==> config.mk <==
export PLATFORM = sky130hd
export DESIGN_NAME = bclru_cell
export DESIGN_NICKNAME = d
export VERILOG_FILES = /design/src/sv/bclru_pkg.sv /design/src/sv/bclru_cell.sv
export SDC_FILE = /design/constraint.sdc
export NUM_CORES = 1
export LEC_CHECK = 0
export ABC_AREA = 1
export BUFFER_PORTS_ARGS = -buffer_cell sky130_fd_sc_hd__buf_2
export CAP_MARGIN = 20
export CORE_MARGIN = 3
export CORE_UTILIZATION = 30
export DETAILED_ROUTE_END_ITERATION = 8
export PLACE_DENSITY = 0.52
export SYNTH_ARGS = -nofsm -noshare
export SYNTH_HDL_FRONTEND = slang
export SYNTH_SLANG_ARGS = --single-unit
==> constraint.sdc <==
create_clock -name clk_i -period 1.85 [get_ports clk_i]
set_input_delay 0.185 -clock clk_i [delete_from_list [all_inputs] [get_ports clk_i]]
set_output_delay 0.185 -clock clk_i [all_outputs]
set_load 0.01 [all_outputs]
==> src/sv/bclru_pkg.sv <==
package bclru_pkg;

  localparam logic [1:0] FUNC_GET  = 2'd0;
  localparam logic [1:0] FUNC_DROP = 2'd1;
  localparam logic [1:0] FUNC_PIN  = 2'd2;

  localparam logic [1:0] STAT_OK        = 2'd0;
  localparam logic [1:0] STAT_NO_FREE   = 2'd1;
  localparam logic [1:0] STAT_UNDERFLOW = 2'd2;
  localparam logic [1:0] STAT_OVERFLOW  = 2'd3;

  localparam logic [7:0]  COUNT_MAX = 8'hFF;
  localparam logic [31:0] STAMP_MAX = 32'hFFFF_FFFF;

  typedef enum logic [1:0] {
    ST_IDLE,
    ST_SEARCH,
    ST_UPDATE
  } state_e;

  typedef enum logic [1:0] {
    OP_HIT,
    OP_ALLOC,
    OP_INC,
    OP_DEC
  } cell_op_e;

  typedef struct packed {
    logic        found;
    logic        have;
    logic [31:0] best;
  } srch_t;

  typedef struct packed {
    logic     wr_en;
    cell_op_e op;
  } cmd_t;

endpackage

==> src/sv/bclru_cell.sv <==
module bclru_cell #(
  parameter int IDX_W      = 5,
  parameter int CELL_INDEX = 0
) (
  input  logic               clk_i,
  input  logic               rst_ni,
  input  logic [7:0]         dev_i,
  input  logic [31:0]        blk_i,
  input  logic [31:0]        now_i,
  input  bclru_pkg::srch_t   srch_i,
  input  logic [IDX_W-1:0]   fidx_i,
  input  logic [IDX_W-1:0]   bidx_i,
  output bclru_pkg::srch_t   srch_o,
  output logic [IDX_W-1:0]   fidx_o,
  output logic [IDX_W-1:0]   bidx_o,
  input  bclru_pkg::cmd_t    cmd_i,
  input  logic [IDX_W-1:0]   cmd_idx_i,
  output logic [7:0]         ref_count_o,
  output logic               filled_o
);

  localparam logic [IDX_W-1:0] MY_IDX = IDX_W'(CELL_INDEX);

  logic [7:0]  tag_dev_q;
  logic [31:0] tag_blk_q;
  logic [7:0]  ref_q, ref_d;
  logic [31:0] last_q, last_d;
  logic        filled_q, filled_d;
  logic        retag;

  bclru_pkg::srch_t srch_d, srch_q;
  logic [IDX_W-1:0] fidx_d, fidx_q, bidx_d, bidx_q;

  always_comb begin
    srch_d = srch_i;
    fidx_d = fidx_i;
    bidx_d = bidx_i;
    if (!srch_i.found && tag_dev_q == dev_i && tag_blk_q == blk_i) begin
      srch_d.found = 1'b1;
      fidx_d       = MY_IDX;
    end
    if (ref_q == 8'd0 && last_q < srch_i.best) begin
      srch_d.have = 1'b1;
      srch_d.best = last_q;
      bidx_d      = MY_IDX;
    end
  end

  always_ff @(posedge clk_i) begin
    srch_q <= srch_d;
    fidx_q <= fidx_d;
    bidx_q <= bidx_d;
  end

  always_comb begin
    ref_d    = ref_q;
    last_d   = last_q;
    filled_d = filled_q;
    retag    = 1'b0;
    if (cmd_i.wr_en && cmd_idx_i == MY_IDX) begin
      case (cmd_i.op)
        bclru_pkg::OP_HIT: begin
          ref_d    = ref_q + 8'd1;
          last_d   = now_i;
          filled_d = 1'b1;
        end
        bclru_pkg::OP_ALLOC: begin
          retag    = 1'b1;
          ref_d    = 8'd1;
          last_d   = now_i;
          filled_d = 1'b1;
        end
        bclru_pkg::OP_INC: ref_d = ref_q + 8'd1;
        bclru_pkg::OP_DEC: ref_d = ref_q - 8'd1;
        default: ref_d = ref_q;
      endcase
    end
  end

  always_ff @(posedge clk_i or negedge rst_ni) begin
    if (!rst_ni) begin
      tag_dev_q <= '0;
      tag_blk_q <= '0;
      ref_q     <= '0;
      last_q    <= '0;
      filled_q  <= 1'b0;
    end else begin
      ref_q    <= ref_d;
      last_q   <= last_d;
      filled_q <= filled_d;
      if (retag) begin
        tag_dev_q <= dev_i;
        tag_blk_q <= blk_i;
      end
    end
  end

  assign srch_o      = srch_q;
  assign fidx_o      = fidx_q;
  assign bidx_o      = bidx_q;
  assign ref_count_o = ref_q;
  assign filled_o    = filled_q;

endmodule

Word level (Yosys, flattened, before mapping)
Cells that the tools add are included.
Widths: inputs -> output; s select.
Word-level totals
  bits of input ports: 126
  word-level logic and storage cells: 33
  output and inout bits: 53
  flip-flop bits (word level): 125
Cells by class
  add/sub/neg operators: 2
  reductions and logical operators: 11
  equal/unequal tests: 5
  mux-type cells: 4
  $lt $le $gt $ge: 1
Operator list (number)
  $eq 32x32->1: 1
  $lt 32x32->1: 1
  $mux 32: 1
  $pmux 8 s3: 1
  $add 8x1->8 const B: 1
  $eq 8x8->1: 1
  $logic_not 8->1: 1
  $sub 8x1->8 const B: 1
  $logic_not 5->1: 1
  $eq 2x2->1 const B: 2
  $logic_and 1x1->1: 4
  $reduce_or 2->1: 2
  $eq 2x1->1 const B: 1
  $logic_not 2->1: 1
  $mux 1: 2
  $reduce_and 2->1: 1
  $logic_not 1->1: 1

Longest topological paths before layout
Gate-level depths: netlist of the first run.
  depth after elaboration: 3
  depth in mapped cells: 15

Least setup slack after synthesis of the first run
Ideal clock, no wire load.
  path type: reg-to-reg
  from: register last_q[27]
  to: register srch_q (netlist bit srch_o[10])
  library setup time: 0.112 ns
  stages on the path, launching flop included: 12
  data arrival time: 1.565 ns
  path slack: 0.173 ns
  buffers on the path: 2
  cells stage by stage: dfrtp_1 ha_1 nand2_1 o21bai_1 a21oi_1 nor2_1 nand3_1 inv_2 buf_4 buf_4 nand3_1 nand2_1
RTL lines
  start: declaration: RTL line bclru_cell.sv:27  | logic [31:0] last_q, last_d;
  start signal: assignment: RTL line bclru_cell.sv:89  | last_q <= last_d;
  end signal: assignment: RTL line bclru_cell.sv:50  | srch_q <= srch_d;
  end: declaration: RTL line bclru_cell.sv:31  | bclru_pkg::srch_t srch_d, srch_q;

==> flow_metrics.tcl, run 1 <==
set metrics [dict create \
    htreeDepth 4 \
    cts_tree "done" \
    grt_max_degree 48 \
    synthesis.area_per_instance_um2 8.01 \
    core-area_um2 20400 \
    layout-drive-gt1-share 0.289 \
    stdcell_area_um2 8930 \
    min-delay-path-class "in -> reg" \
    use_met1 0.209 \
    tritoncts.num_buffers 17 \
    outcome "complete, but fails checks" \
    synth_compound_gate_area_share 0.0716 \
    global_placement_routability_congestion 0.783 \
    route.vias.total 5907 \
    clk_transition_reported_paths_ns 0.06 \
    critPathKind "in -> reg" \
    p_leak_nw 4.85 \
    critPathLaunch "srch_i[26]" \
    setup_tns_final_ns -0.761 \
    route.final.wire_length_um 18900 \
    critical_path.reg2reg.startpoint "last_q[25]" \
    syn_nets 947 \
    worstPathArrival_ns 2.19 \
    global_route.usage.total 0.158 \
    antenna_cells_inserted 0 \
    power_mw 8.02 \
    via_count_of_the_first_global_routing_pass 5555 \
    yosys.area_share.adder 0.0770 \
    power_per_cell_area_nw_per_um2 899 \
    synth_top_cells_by_count "sky130_fd_sc_hd__nand2_1 (262), sky130_fd_sc_hd__nand3_1 (87), sky130_fd_sc_hd__inv_1 (82), sky130_fd_sc_hd__dfrtp_1 (81), sky130_fd_sc_hd__dfxtp_1 (44)" \
    r2r.worst_path.cells 12 \
    post_synth_instance_area_um2 6270 \
    insertion_delay_ns 0.42 \
    largest_cells_by_area_after_synthesis "sky130_fd_sc_hd__dfrtp_1 (32%), sky130_fd_sc_hd__nand2_1 (16%), sky130_fd_sc_hd__dfxtp_1 (14%), sky130_fd_sc_hd__ha_1 (7.4%), sky130_fd_sc_hd__nand3_1 (6.9%)" \
    setup_repair_after_global_routing_missed_its_margin "true" \
    post_synth_num_cell_types 38 \
    cts_buffer_depth 2 \
    die_area_um2 22700 \
    synth.yosys.warnings 0 \
    async_flop_share 0.648 \
    setup_viol 30 \
    clock.fmax_ghz 0.529 \
    fin_nets 1196 \
    relSlewSlack 0.683 \
    capturing_instance_or_port_of_the_critical_path "srch_o[1]" \
    flow.area_growth_from_synthesis_pct 42.4 \
    fp-row-count 52 \
    finalHoldViolations 0 \
    timing.max_cap.violations 0 \
    post_synthesis_mux_area_share 0 \
    start_util 0.308 \
    post-route-min-period_ns 1.89 \
    skew_ns 0.0146 \
    synth_top_family_by_area "simple AND/OR/NAND/NOR gates" \
    port_buffers 178 \
    worst_setup_path_start_kind "primary input" \
    cts.sinks 125 \
    worst-r2r-setup-slack_ns -0.02 \
    ir_drop_mv 0.565 \
    grt_util_met3 0.0473 \
    drv_slew 0 \
    postSynthRegisterBits 125 \
    most_frequently_used_cell_type_in_the_post_synthesis_netlist "sky130_fd_sc_hd__nand2_1" \
    remaining_drc_errors 0 \
    finalNonFillerCells 1315 \
    final_min_period_over_clock_period 1.02 \
    crit_path_end_kind "flip-flop" \
    placed_area_um2 7580 \
    synth-seq-area-share 0.464 \
    violated_checks "negative setup slack" \
    global_route.overflow_total 0 \
    synth_ff_type "sky130_fd_sc_hd__dfrtp_1" \
    io_pins 179 \
    firstDrtPassIters 4 \
    setup_ws_ns -0.0402 \
    grt_use_met2 0.255 \
    die_w_um 151 \
    placed_cells 1229 \
    synth_edf_count 0 \
    first_drt_iteration_drcs 199 \
    synth_simple_gate_area_frac 0.277 \
    synth_area_in_xor_xnor 0.0279 \
    netlist.area_leader.share 0.323 \
    detail-route-antenna-nets 0 \
    reg2reg_to "srch_o[1]" \
    yosysTopAreaCell "sky130_fd_sc_hd__dfrtp_1" \
    grt_antenna_before_repair 2 \
    critPathMaxFanout 19 \
    worst-slew-pin-transition_ns 0.475 \
    postSynthCellCount 783 \
    top_usage_layer "met2" \
    routed_via_density 4.49 \
    worst_ep_required_time_ns 2.15 \
    avgRoutedWirePerCell_um 14.3 \
    die-height_um 151 \
    place_hpwl_um 13000 \
    first_pass_grt_wire_length_um 28000 \
    cts.root.buffer_cell "sky130_fd_sc_hd__clkbuf_16" \
]
worst max-delay path, cell delays in order:
cell                            delay, ns
sky130_fd_sc_hd__dlygate4sd3_1       0.53
sky130_fd_sc_hd__buf_2               0.13
sky130_fd_sc_hd__inv_1               0.04
sky130_fd_sc_hd__ha_1                0.29
sky130_fd_sc_hd__nand2_2             0.10
sky130_fd_sc_hd__o21bai_1            0.13
sky130_fd_sc_hd__a21oi_2             0.07
sky130_fd_sc_hd__nor2_1              0.13
sky130_fd_sc_hd__nand3_2             0.11
sky130_fd_sc_hd__clkinv_4            0.13
sky130_fd_sc_hd__nand2_8             0.07
sky130_fd_sc_hd__buf_12              0.15
sky130_fd_sc_hd__nand2_1             0.06
sky130_fd_sc_hd__nand2_1             0.04
metrics by stage:
| step | hold WS (ns) | setup WS [ns] | util |
|---|---|---|---|
| floorplan | -0.111 | 0.173 | - |
| global placement | 0.185 | -0.00725 | 0.372 |
| detailed placement | 0.179 | -0.0357 | 0.372 |
| CTS | -0.0437 | -0.00479 | 0.421 |
| global route | 0.00477 | -0.152 | 0.438 |
| finish | 0.0157 | -0.0402 | 0.438 |
layer usage:
layer  vias to the layer above  part of all wire
met4                         4            0.0089
met3                        18             0.069
met2                       170              0.46
li1                       3017                 -
met5                         -            0.0011
met1                      2698              0.46
area by class of cell:
class	instances	area [um^2]
fill	2022	11400
sequential	125	2910
inverter	87	333
timing repair buffer	259	1780
tap	270	338
multi-input combinational	542	3020
clock inverter	9	62.6
clock buffer	23	489
how the worst min path moves through the flow:
stage / start / to / slack (ns) / cells past startpoint
2_1_floorplan: rst_ni / filled_o / -0.11 / 0
5_1_grt: bidx_i[2] / bidx_o[2] / 0.005 / 2
3_3_place_gp: rst_ni / tag_blk_q[22] / 0.19 / 1
6_report: bidx_i[1] / bidx_o[1] / 0.02 / 2
3_5_place_dp: rst_ni / tag_blk_q[22] / 0.18 / 1
4_1_cts: srch_i[5] / srch_o[5] / -0.04 / 3
state kept, by name, summed over array words and instances (netlist names):
name	flops
filled_o	1
fidx_o	5
tag_blk_q	32
bidx_o	5
ref_count_o	8
srch_o	34
last_q	32
tag_dev_q	8
what timing repair did:
item	CTS	global route
gates cloned	0	4
pin swaps	0	12
endpoints found under the setup margin	37	39
hold buffers	45	3
resized for setup	3	55
endpoints found under the hold margin	75	3
setup buffers	0	3
layout by cell type (no fill, tap or decap), types with 3 or more instances in the layout:
cell type                       synthesis  layout
sky130_fd_sc_hd__nand4_1               10      10
sky130_fd_sc_hd__nand2_2                2      20
sky130_fd_sc_hd__buf_2                 14     175
sky130_fd_sc_hd__nand2_1              262     242
sky130_fd_sc_hd__a21oi_2                3       8
sky130_fd_sc_hd__a21oi_1               18      13
sky130_fd_sc_hd__nand3_2                1       3
sky130_fd_sc_hd__clkinvlp_4             0       4
sky130_fd_sc_hd__buf_4                  5      24
sky130_fd_sc_hd__or2_2                  9       9
sky130_fd_sc_hd__dfxtp_1               44      44
sky130_fd_sc_hd__ha_1                  37      34
sky130_fd_sc_hd__o21ai_0                8       6
sky130_fd_sc_hd__nand3_1               87      85
sky130_fd_sc_hd__nor3_1                 8       7
sky130_fd_sc_hd__clkinv_2               1       4
sky130_fd_sc_hd__inv_2                  4       5
sky130_fd_sc_hd__inv_1                 82      80
sky130_fd_sc_hd__xnor2_1                7       7
sky130_fd_sc_hd__o21ai_1               21      23
sky130_fd_sc_hd__a21boi_2               0       3
sky130_fd_sc_hd__ha_4                   0       3
sky130_fd_sc_hd__xor2_1                13      13
sky130_fd_sc_hd__dlygate4sd3_1          0      47
sky130_fd_sc_hd__o22ai_1                7       7
sky130_fd_sc_hd__nor2_1                24      23
sky130_fd_sc_hd__a21boi_0              10       5
sky130_fd_sc_hd__buf_12                 0       5
sky130_fd_sc_hd__clkbuf_16              0      22
sky130_fd_sc_hd__dfrtp_1               81      81
sky130_fd_sc_hd__clkbuf_1               4       3
kinds of logic (layout without fill, tap and decap cells):
| kind of cell | after synthesis | count (layout) |
|---|---|---|
| xor gates and xnor gates | 20 | 20 |
| adders and majority gates | 38 | 38 |
| and+or+nand+nor | 408 | 408 |
| AOI/OAI and AO/OA | 76 | 76 |
| DFF | 125 | 125 |
| buffers and inverters | 116 | 378 |
where the power goes:
part	leakage [nW]	internal [mW]	switching, mW
logic	3.16	0.777	0.888
registers	1.43	3.03	0.198
clock network	0.261	1.86	1.27
No activity file was read; power rests on OpenSTA's default activity.
==> inputs of run 2 (changes only) <==
--- a/config.mk
+++ b/config.mk
@@ -8,10 +8,12 @@
 export ABC_AREA = 1
 export BUFFER_PORTS_ARGS = -buffer_cell sky130_fd_sc_hd__buf_2
 export CAP_MARGIN = 20
+export CELL_PAD_IN_SITES_DETAIL_PLACEMENT = 0
+export CELL_PAD_IN_SITES_GLOBAL_PLACEMENT = 1
 export CORE_MARGIN = 3
 export CORE_UTILIZATION = 30
 export DETAILED_ROUTE_END_ITERATION = 8
-export PLACE_DENSITY = 0.52
+export PLACE_DENSITY = 0.67
 export SYNTH_ARGS = -nofsm -noshare
 export SYNTH_HDL_FRONTEND = slang
 export SYNTH_SLANG_ARGS = --single-unit
==> run 2 against run 1 <==
Net effect: the flow still finishes with violations (negative setup slack); clock power rose by 11%; clock-buffer cell count increased by 3; flip-flop and latch count unchanged; critical path type unchanged; largest cell class unchanged; highest routed layer unchanged.
==> flow_metrics.tcl, run 2 (same netlist as run 1, synthesis figures left out) <==
set metrics [dict create \
    postLayoutCoreUtil 0.442 \
    critPathLaunch "srch_i[15]" \
    setup_ws_ns -0.0248 \
    worst_setup_path_start_kind "primary input" \
    reg2reg_to "srch_o[24]" \
    cts_buffer_depth 2 \
    antenna_cells_inserted 0 \
    place_hpwl_um 13200 \
    global_route.usage.total 0.164 \
    outcome "complete, but fails checks" \
    power_per_cell_area_nw_per_um2 936 \
    combPwrFrac 0.203 \
    setup_repair_after_global_routing_missed_its_margin "true" \
    netSwitchingFraction 0.281 \
    die_w_um 151 \
    placed_area_um2 7570 \
    io_pins 179 \
    largest_register_ff_count 34 \
    r2r.worst_path.cells 9 \
    critical_path.reg2reg.startpoint "last_q[29]" \
    count_of_filler_cells_inserted_in_the_layout 2080 \
    critPathKind "in -> reg" \
    skew_ns 0.0112 \
    port_buffers 178 \
    routed_via_density 4.44 \
    finalNonFillerCells 1305 \
    avgRoutedWirePerCell_um 14.6 \
    detail-route-antenna-nets 0 \
    worst-r2r-setup-slack_ns 0.02 \
    clockPowerShare 0.411 \
    worstPathArrival_ns 2.18 \
    first_drt_iteration_drcs 166 \
    capturing_instance_or_port_of_the_critical_path "srch_o[24]" \
    cts_tree "done" \
    start_util 0.308 \
    final_min_period_over_clock_period 1.01 \
    stdcell_area_um2 8990 \
    insertion_delay_ns 0.41 \
    finalHoldViolations 0 \
    clock.fmax_ghz 0.533 \
    flow.area_growth_from_synthesis_pct 43.4 \
    post-route-min-period_ns 1.87 \
    fin_nets 1186 \
    layout.cells.most_common "sky130_fd_sc_hd__nand2_1" \
    firstDrtPassIters 4 \
    cts.root.buffer_cell "sky130_fd_sc_hd__clkbuf_16" \
    min-delay-path-class "in -> reg" \
    remaining_drc_errors 0 \
    cts.sinks 125 \
    via_count_of_the_first_global_routing_pass 5688 \
    global_route.overflow_total 0 \
    grt_max_degree 65 \
    placed_cells 1232 \
    placement.setup.worst_slack_ns -0.0396 \
    violated_checks "negative setup slack" \
    clk_transition_reported_paths_ns 0.06 \
    route.final.wire_length_um 19100 \
    final_cell_mix "sky130_fd_sc_hd__nand2_1 (253), sky130_fd_sc_hd__buf_2 (169), sky130_fd_sc_hd__nand3_1 (83)" \
    crit_path_end_kind "flip-flop" \
    drv_slew 0 \
    setup_viol 21 \
    cell_internal_pwr_mw 6.06 \
    p_leak_nw 4.85 \
    worst_ep_required_time_ns 2.16 \
    critPathMaxFanout 11 \
    tritoncts.num_buffers 17 \
    worst-slew-pin-transition_ns 0.416 \
    die_area_um2 22700 \
    relSlewSlack 0.723 \
    fp-row-count 52 \
    timing.max_cap.violations 0 \
    htreeDepth 4 \
    first_pass_grt_wire_length_um 29000 \
    pwr-share-seq 0.386 \
    grt_antenna_before_repair 4 \
    switching_power_mw 2.36 \
    global_placement_routability_congestion 0.764 \
    core-area_um2 20400 \
    die-height_um 151 \
    power_mw 8.42 \
    route.vias.total 5795 \
    layout-drive-gt1-share 0.296 \
    ir_drop_mv 0.594 \
]
==> run 2: final cells by class <==
cell class / instances / area, um^2 / share of cell area
Clock inverter: 6 / 68.8 / 0.00765
Inverter: 87 / 330 / 0.0367
Timing Repair Buffer: 249 / 1680 / 0.187
Tap cell: 270 / 338 / 0.0376
Multi-Input combinational cell: 542 / 3110 / 0.346
Sequential cell: 125 / 2910 / 0.323
Clock buffer: 26 / 553 / 0.0615
==> run 2: timing repair <==
item / CTS / global route
hold buffers: 39 / 0
setup buffers: 0 / 6
resized for setup: 3 / 67
cloned: 0 / 4
pin swaps: 0 / 15
hold endpoints to repair: 119 / 0
endpoints found under the setup margin: 25 / 41
==> run 2: per-layer routing <==
metal  up-vias  GRT usage  share of wire
met5         -          0         0.0023
met4         8     0.0390         0.0058
met3        14     0.0500          0.062
met2       148      0.268           0.48
met1      2630      0.213           0.45
li1       2995          -              -
==> run 2: worst min-delay path by stage <==
| stage | slack [ns] | endpoint | depth (start not counted) | from |
|---|---|---|---|---|
| floorplan | -0.11 | filled_o | 0 | rst_ni |
| global placement | 0.06 | tag_blk_q[25] | 1 | rst_ni |
| detailed placement | 0.06 | tag_blk_q[25] | 1 | rst_ni |
| CTS | 0.0002 | last_q[7] | 3 | now_i[7] |
| global route | 0.001 | bidx_o[0] | 2 | bidx_i[0] |
| finish | 0.006 | bidx_o[0] | 2 | bidx_i[0] |
==> run 2: power by group through the flow <==
stage	combinational, mW	sequential, mW	clock [mW]
after floorplan	0.771	3.32	0
after global placement	1.45	3.28	0
after detailed placement	1.47	3.28	0
after CTS	1.55	3.23	3.55
after global routing	1.95	3.29	3.67
final	1.71	3.25	3.46
==> run 2: worst max-delay path: stages <==
cell                            delay, ns
sky130_fd_sc_hd__dlygate4sd3_1       0.53
sky130_fd_sc_hd__buf_2               0.12
sky130_fd_sc_hd__inv_1               0.04
sky130_fd_sc_hd__ha_1                0.30
sky130_fd_sc_hd__nand2_1             0.08
sky130_fd_sc_hd__inv_1               0.04
sky130_fd_sc_hd__nand3_1             0.10
sky130_fd_sc_hd__inv_1               0.06
sky130_fd_sc_hd__a21oi_2             0.14
sky130_fd_sc_hd__nand2_2             0.11
sky130_fd_sc_hd__nand2_8             0.12
sky130_fd_sc_hd__nand2_8             0.08
sky130_fd_sc_hd__buf_8               0.15
sky130_fd_sc_hd__nand2_1             0.06
sky130_fd_sc_hd__nand2_1             0.05
==> run 2: stage by stage <==
stage          setup TNS [ns]  hold slack (ns)
3_3_place_gp           -0.191           0.0552
3_5_place_dp           -0.454           0.0579
5_1_grt                 -3.05          0.00134
2_1_floorplan               0           -0.111
4_1_cts                     0         0.000210
6_report               -0.181          0.00577
==> inputs of run 3 (changes only) <==
--- a/config.mk
+++ b/config.mk
@@ -10,9 +10,11 @@
 export CAP_MARGIN = 20
 export CELL_PAD_IN_SITES_DETAIL_PLACEMENT = 0
 export CELL_PAD_IN_SITES_GLOBAL_PLACEMENT = 1
+export CORE_ASPECT_RATIO = 0.9
 export CORE_MARGIN = 3
 export CORE_UTILIZATION = 30
 export DETAILED_ROUTE_END_ITERATION = 8
+export HOLD_SLACK_MARGIN = 0.15
 export PLACE_DENSITY = 0.67
 export SYNTH_ARGS = -nofsm -noshare
 export SYNTH_HDL_FRONTEND = slang
==> run 3 against run 2 <==
Net effect: the run now ends clean; final area grew 7.8%; first-iteration DRC count rose by 71%; worst hold slack better by 0.19 ns; flip-flop and latch count unchanged; total power is 2.6% lower; utilization up 3.8 points.
==> flow_metrics.tcl, run 3 (same netlist as run 1, synthesis figures left out) <==
set metrics [dict create \
    final_cell_mix "sky130_fd_sc_hd__nand2_1 (241), sky130_fd_sc_hd__buf_2 (174), sky130_fd_sc_hd__dlygate4sd3_1 (116)" \
    worst_ep_required_time_ns 2.16 \
    htreeDepth 4 \
    firstDrtPassIters 4 \
    drv_slew 0 \
    io_pins 179 \
    ir_drop_mv 0.531 \
    route.final.wire_length_um 19400 \
    critPathKind "in -> reg" \
    remaining_drc_errors 0 \
    flow.area_growth_from_synthesis_pct 54.6 \
    grt_max_degree 82 \
    placement.setup.worst_slack_ns -0.0935 \
    outcome "completed" \
    port_buffers 178 \
    layout-drive-gt1-share 0.276 \
    route.vias.total 6131 \
    final_min_period_over_clock_period 0.997 \
    timing.max_cap.violations 0 \
    worstPathArrival_ns 2.15 \
    cts.root.buffer_cell "sky130_fd_sc_hd__clkbuf_16" \
    core-area_um2 20200 \
    placed_area_um2 7570 \
    cts.sinks 125 \
    critical_path.reg2reg.startpoint "last_q[31]" \
    global_route.usage.total 0.172 \
    crit_path_end_kind "flip-flop" \
    routed_via_density 4.48 \
    start_util 0.310 \
    p_leak_nw 5.14 \
    detail-route-antenna-nets 0 \
    min-delay-path-class "in -> reg" \
    number_of_instances_on_the_worst_hold_path 3 \
    grt_antenna_before_repair 1 \
    global_route.overflow_total 0 \
    finalHoldViolations 0 \
    combPwrFrac 0.226 \
    avgRoutedWirePerCell_um 14.2 \
    tritoncts.num_buffers 17 \
    global_placement_routability_congestion 0.773 \
    setup_repair_after_global_routing_missed_its_margin "true" \
    pwr-share-seq 0.395 \
    setup_viol 0 \
    die_area_um2 22700 \
    layout.cells.most_common "sky130_fd_sc_hd__nand2_1" \
    cts_buffer_depth 2 \
    cell_internal_pwr_mw 5.83 \
    first_pass_grt_wire_length_um 30800 \
    skew_ns 0.00953 \
    fin_nets 1265 \
    switching_power_mw 2.37 \
    hp_start "srch_i[1]" \
    die-height_um 143 \
    setup_ws_ns 0.00548 \
    netSwitchingFraction 0.289 \
    stdcell_area_um2 9700 \
    largest_register_ff_count 34 \
    insertion_delay_ns 0.42 \
    first_drt_iteration_drcs 284 \
    place_hpwl_um 12700 \
    cts_tree "done" \
    worst_setup_path_start_kind "primary input" \
    via_count_of_the_first_global_routing_pass 6095 \
    critPathMaxFanout 6 \
    clock.fmax_ghz 0.542 \
    worst-slew-pin-transition_ns 0.508 \
    power_per_cell_area_nw_per_um2 845 \
    r2r.worst_path.cells 9 \
    clockPowerShare 0.380 \
    fp-row-count 49 \
    count_of_filler_cells_inserted_in_the_layout 1992 \
    critPathLaunch "srch_i[27]" \
    post-route-min-period_ns 1.84 \
    clk_transition_reported_paths_ns 0.06 \
    die_w_um 158 \
    relSlewSlack 0.661 \
]
-- run 3: layout make-up --
class,instances,area [um^2],area share
clock inverters,6,37.5,0.00387
diodes,1,2.50,0.000258
flip-flops and latches,125,2910,0.300
clock buffers,25,507,0.0523
multi-input cells,542,3160,0.325
well taps,255,319,0.0329
repair buffers,328,2440,0.251
inverters,87,330,0.0341
-- run 3: layer usage --
metal / vias up / track usage / wire [um]
met2: 162 / 0.277 / 8900
met4: 0 / 0.0407 / 165
met1: 2810 / 0.236 / 9370
met3: 10 / 0.0370 / 973
li1: 3149 / - / -
met5: - / 0 / 0
-- run 3: metrics by stage --
stage	utilization	hold WS [ns]	instances	power, mW	setup TNS (ns)
floorplan	-	-0.111	783	4.09	0
CTS	0.466	0.214	1368	8.15	-0.0852
detailed placement	0.374	0.266	1217	4.74	-2.31
global route	0.479	0.191	1369	8.67	-2.21
finish	0.479	0.193	1369	8.20	0
global placement	0.374	0.265	1217	4.73	-2.36
-- run 3: timing repair --
item	CTS	global route
gates cloned	1	1
hold buffers	118	0
setup endpoints to repair	37	39
resized for setup	19	56
buffers inserted	1	2
hold endpoints to repair	198	0
pin swaps	5	12
-- run 3: power groups by stage --
stage | registers, mW | logic (mW) | clock network (mW)
2_1_floorplan | 3.32 | 0.771 | 0
3_3_place_gp | 3.28 | 1.46 | 0
3_5_place_dp | 3.27 | 1.47 | 0
4_1_cts | 3.23 | 1.73 | 3.19
5_1_grt | 3.27 | 2.09 | 3.31
6_report | 3.23 | 1.85 | 3.11
-- run 3: critical path, cell delays in order --
cell                            delay [ns]
sky130_fd_sc_hd__dlygate4sd3_1        0.54
sky130_fd_sc_hd__buf_2                0.14
sky130_fd_sc_hd__inv_2                0.06
sky130_fd_sc_hd__ha_4                 0.21
sky130_fd_sc_hd__nand2_4              0.08
sky130_fd_sc_hd__o21bai_1             0.10
sky130_fd_sc_hd__a21oi_1              0.08
sky130_fd_sc_hd__nor2_1               0.15
sky130_fd_sc_hd__nand3_2              0.11
sky130_fd_sc_hd__inv_4                0.12
sky130_fd_sc_hd__nand2_8              0.09
sky130_fd_sc_hd__clkbuf_16            0.19
sky130_fd_sc_hd__nand2_2              0.05
sky130_fd_sc_hd__nand2_1              0.04
-- run 3: path summary, 6_finish.rpt --
kind | to | slack, ns
worst max-delay path | srch_o[20] | 0.005
worst min-delay path | srch_o[1] | 0.19
worst max register to register | srch_o[20] | 0.02
worst min register to register | filled_o | 0.47
max in group asynchronous | last_q[31] | 1.10
min in group asynchronous | tag_blk_q[22] | 0.32
